--- config.mk ---
export PLATFORM = sky130hd
export DESIGN_NAME = rbfb_ram
export DESIGN_NICKNAME = d
export VERILOG_FILES = /design/src/hdl/rbfb_ram.sv
export SDC_FILE = /design/constraint.sdc
export NUM_CORES = 1
export LEC_CHECK = 0
export ABC_AREA = 1
export BUFFER_PORTS_ARGS = -buffer_cell sky130_fd_sc_hd__buf_4
export CAP_MARGIN = 30
export CORE_ASPECT_RATIO = 0.8
export CORE_MARGIN = 4
export CORE_UTILIZATION = 66
export DETAILED_ROUTE_END_ITERATION = 8
export GPL_ROUTABILITY_DRIVEN = 1
export GPL_TIMING_DRIVEN = 1
export PLACE_DENSITY = 0.92
export REMOVE_ABC_BUFFERS = 1
export SLEW_MARGIN = 20
export SYNTH_ARGS = -nofsm -noshare
export SYNTH_HDL_FRONTEND = slang
export SYNTH_SLANG_ARGS = --single-unit
--- constraint.sdc ---
create_clock -name i_clk -period 2.2 [get_ports i_clk]
set_input_delay 0.33 -clock i_clk [delete_from_list [all_inputs] [get_ports i_clk]]
set_output_delay 0.33 -clock i_clk [all_outputs]
set_load 0.05 [all_outputs]
--- src/hdl/rbfb_ram.sv ---
// ============================================================================
// rbfb_ram
// Generic simple dual-port RAM: one write port, one read port, read data
// registered and held while no read is enabled.
// ============================================================================
module rbfb_ram #(
    parameter  int WIDTH  = 8,
    parameter  int DEPTH  = 16,
    localparam int ADDR_W = (DEPTH > 1) ? $clog2(DEPTH) : 1
) (
    input  logic              i_clk,
    input  logic              i_we,
    input  logic [ADDR_W-1:0] i_waddr,
    input  logic [WIDTH-1:0]  i_wdata,
    input  logic              i_re,
    input  logic [ADDR_W-1:0] i_raddr,
    output logic [WIDTH-1:0]  o_rdata
);

    logic [WIDTH-1:0] r_mem [DEPTH];
    logic [WIDTH-1:0] r_rdata;

    // Write port and registered read port
    always_ff @(posedge i_clk) begin
        if (i_we) begin
            r_mem[i_waddr] <= i_wdata;
        end
        if (i_re) begin
            r_rdata <= r_mem[i_raddr];
        end
    end

    assign o_rdata = r_rdata;

endmodule
After elaboration in Yosys (flattened, before gate mapping)
Memory sizes are Yosys's and may differ from the RTL's. A register that Yosys moved wholly into a read port is not among the register bits.
Cells that the tools add are included.
Cells by class
  mux-type cells: 2
Operators with widths (number)
  $mux 1: 2
Storage, ports and cells
  memories: 1
  word-level logic and storage cells: 3
  input port bits: 19
  output and inout bits: 8
  bits in registers: 0
  bits in writable memories: 128
Memories
  r_mem: depth 16, bits a word 8, rd ports 1, clocked after Yosys merged registers in 1, write ports 1, line 20  | logic [WIDTH-1:0] r_mem [DEPTH];

Logic depth before layout (Yosys ltp)
  depth in word-level cells: 2
  mapped depth: 8
  gate-level depth less buffers: 7

Least setup slack after synthesis
Ideal clock, no wire load.
  path kind: input to register
  from: input port i_waddr[2]
  to: memory r_mem[10][0] (enable)
  arrival time: 0.911 ns
  library setup time: 0.370 ns
  path slack: 0.919 ns
  buffers on the path: 0
  data required time: 1.830 ns
  stages: 2
  path through: nand3b_1 nor2_1
RTL lines
  start, declared: line 13  | input logic [ADDR_W-1:0] i_waddr,
  end, declared: line 20
Straight into the memory's write port.

Worst setup path in the final report
  from: register r_rdata[5], in the netlist o_rdata[5], read port of r_mem
  to: output port o_rdata[5]
RTL lines
  start, declared: line 21  | logic [WIDTH-1:0] r_rdata;
  end, declared: line 17  | output logic [WIDTH-1:0] o_rdata
No word-level cell between the ends.

==> results.toml <==
[run_status]
outcome = "completed"

[sta]
finalCriticalPeriod_ns = 1.505
rsz0062_at_grt = "false"
finClkSkew_ns = 0.007946
maxSlewViolCount = 0
max_freq_mhz = 664.6
worst-slew-pin-transition_ns = 0.8377
finalSetupTns_ns = 0
period_share_pct = 68.39
hold_violations = 0
setup_violations = 0
max-slew-margin-rel_pct = 43.95

[setup_path]
worstPathArrival_ns = 1.17
cp_data_required_time_ns = 1.87
crit_path_top_delay_cell = "edfxtp_1"
r2r_cells = 6
worstSetupPathType = "reg -> out"
path_cells = "buf_4"
path_buf_inv = 1
cp_slowest_stage_delay_ns = 0.44
crit_family = "flip-flops"
worstSetupPathDepth = 1
critPathMaxFanout = 1
cp-start-kind = "register"
end_kind = "primary output"

[finish]
drive_above_1_share_pct = 12.00
seq_area_um2 = 4084
n_fill_cell = 498
antennaDiodeCount = 0
multi_input_area_um2 = 1214
design_area_um2 = 6734
nets = 607
syn2layout_area_growth_pct = 15.17

[synth]
yosysSeqAreaShare_pct = 69.85
syn-mean-instance-area_um2 = 10.61
synth_cells = 551
ys_types = 11
synth_area_um2 = 5847
yosys_warnings = 0
ys_ff_latch = 136

[die]
std_cell_rows = 30
core_region_area_um2 = 8558
dieWidth_um = 113.2
die_area_um2 = 10440
pin_count = 27
fp.dieH_um = 92.19
start_util_pct = 68.32

[cts]
cts_setup_buffers = 0
numCtsBuffers = 17
clk_pin_slew_ns = 0.06
insertion_delay_ns = 0.52
clock-sinks = 136
cts_resized = 0
htreeDepth = 4
cts_tree = "done"
root_buffer = "clkbuf_8"
holdBufCountCts = 0
clk_path_buf_depth = 2

[run]
drv_cap = 0

[grt]
grt_pass1_wl_mm = 22.40
grt_pass1_vias = 4083
grt_start_max_net_pins = 39
grt_util_all_layers_pct = 29.40
grt_overflow = 0
antenna_found_initial = 0

[detailed_routing]
vias = 4271
drc = 0
routed_via_density = 5.999
dr_wl_met2_mm = 6.781
dr.pass1.iters = 6
ant_nets = 0
wl_met1_mm = 5.401
wl_per_cell_um = 20.30
totalWireLength_mm = 14.45
drt_iter0_drc = 753
highest_layer = "met4"
met3_wirelength_mm = 1.857

[pwr]
powerDensity_nw_per_um2 = 925.4
leakagePower_uw = 0.002914
p_total_uw = 6232
ir_drop_mv = 0.6688

[worst_hold_path]
min_path_type = "in -> reg"
whs_path_depth = 1

[placement]
gp_congestion = 0.9575
portBuffers = 26
dpl.hpwl_mm = 8.770
placed_area_um2 = 6136
-- synthesized netlist by cell type --
library cell	count	share of area (%)
nand3_1	97	8.3
buf_1	1	0.064
buf_4	4	0.51
buf_2	13	1.1
inv_1	100	6.4
buf_6	6	1.2
nor2_1	17	1.1
nand2_1	173	11
nand3b_1	2	0.26
edfxtp_1	136	70
inv_2	2	0.13
-- worst reg2reg max path: cells and delay by family, from the launching register on --
kind / cells / cell delay, ns
buffers and inverters: 1 / 0.07
DFF: 1 / 0.39
and+or+nand+nor: 5 / 0.52
-- metrics by stage --
step | utilization [%] | worst slack, ns | hold WS [ns] | std cells
6_report | 78.68 | 0.6953 | 0.1292 | 712
3_3_place_gp | 71.70 | 0.4258 | 0.6416 | 681
3_5_place_dp | 71.70 | 0.3938 | 0.6518 | 681
2_1_floorplan | - | 0.7494 | 0.4289 | 527
5_1_grt | 78.68 | 0.6792 | 0.1130 | 712
4_1_cts | 78.68 | 0.6908 | 0.1129 | 712
-- logic make-up (layout without fill, tap and decap cells) --
family                 after synthesis  count (layout)  synth area share [%]
AND/OR/NAND/NOR                    289             289                 20.76
flip-flops                         136             136                 69.85
buffers and inverters              126             175                 9.394
-- cell usage in the layout, fill, tap and decap left out --
cell,n
clkinv_2,1
clkbuf_16,16
buf_4,42
clkinvlp_4,4
nor2_1,17
edfxtp_1,136
clkinv_4,2
clkbuf_1,1
inv_1,100
clkbuf_8,1
nand3b_1,2
inv_2,2
bufinv_16,4
nand3_1,97
clkinv_1,2
nand2_1,173
-- routing by layer --
| layer | vias up | track usage (%) |
|---|---|---|
| li1 | 1855 | - |
| met1 | 2000 | 40.54 |
| met2 | 357 | 45.96 |
| met3 | 59 | 8.311 |
| met4 | 0 | 9.009 |
| met5 | - | 0 |
-- state kept, by name, summed over array words and instances, names as in the netlist --
name	count
r_mem	128
o_rdata	8
-- worst paths after layout --
check | start | slack (ns) | endpoint
setup / recovery | o_rdata[5]$_DFFE_PP_ | 0.70 | o_rdata[5]
hold / removal | i_re | 0.13 | o_rdata[4]$_DFFE_PP_
setup reg to reg | r_mem[8][5]$_DFFE_PP_ | 0.98 | o_rdata[5]$_DFFE_PP_
hold reg to reg | r_mem[3][5]$_DFFE_PP_ | 0.75 | o_rdata[5]$_DFFE_PP_
-- layout make-up --
type | count | area share [%]
well taps | 112 | 2.081
inverters | 102 | 5.686
flip-flops and latches | 136 | 60.65
multi-input cells | 289 | 18.02
clock inverters | 13 | 2.676
clock buffers | 18 | 6.206
repair buffers | 42 | 4.682
-- power by group --
group | internal [uW] | switching (uW)
logic | 113 | 298
clock network | 1830 | 1050
registers | 2920 | 22.7
total | 4860 | 1370
Note: power is estimated with default switching activity, not from simulation.
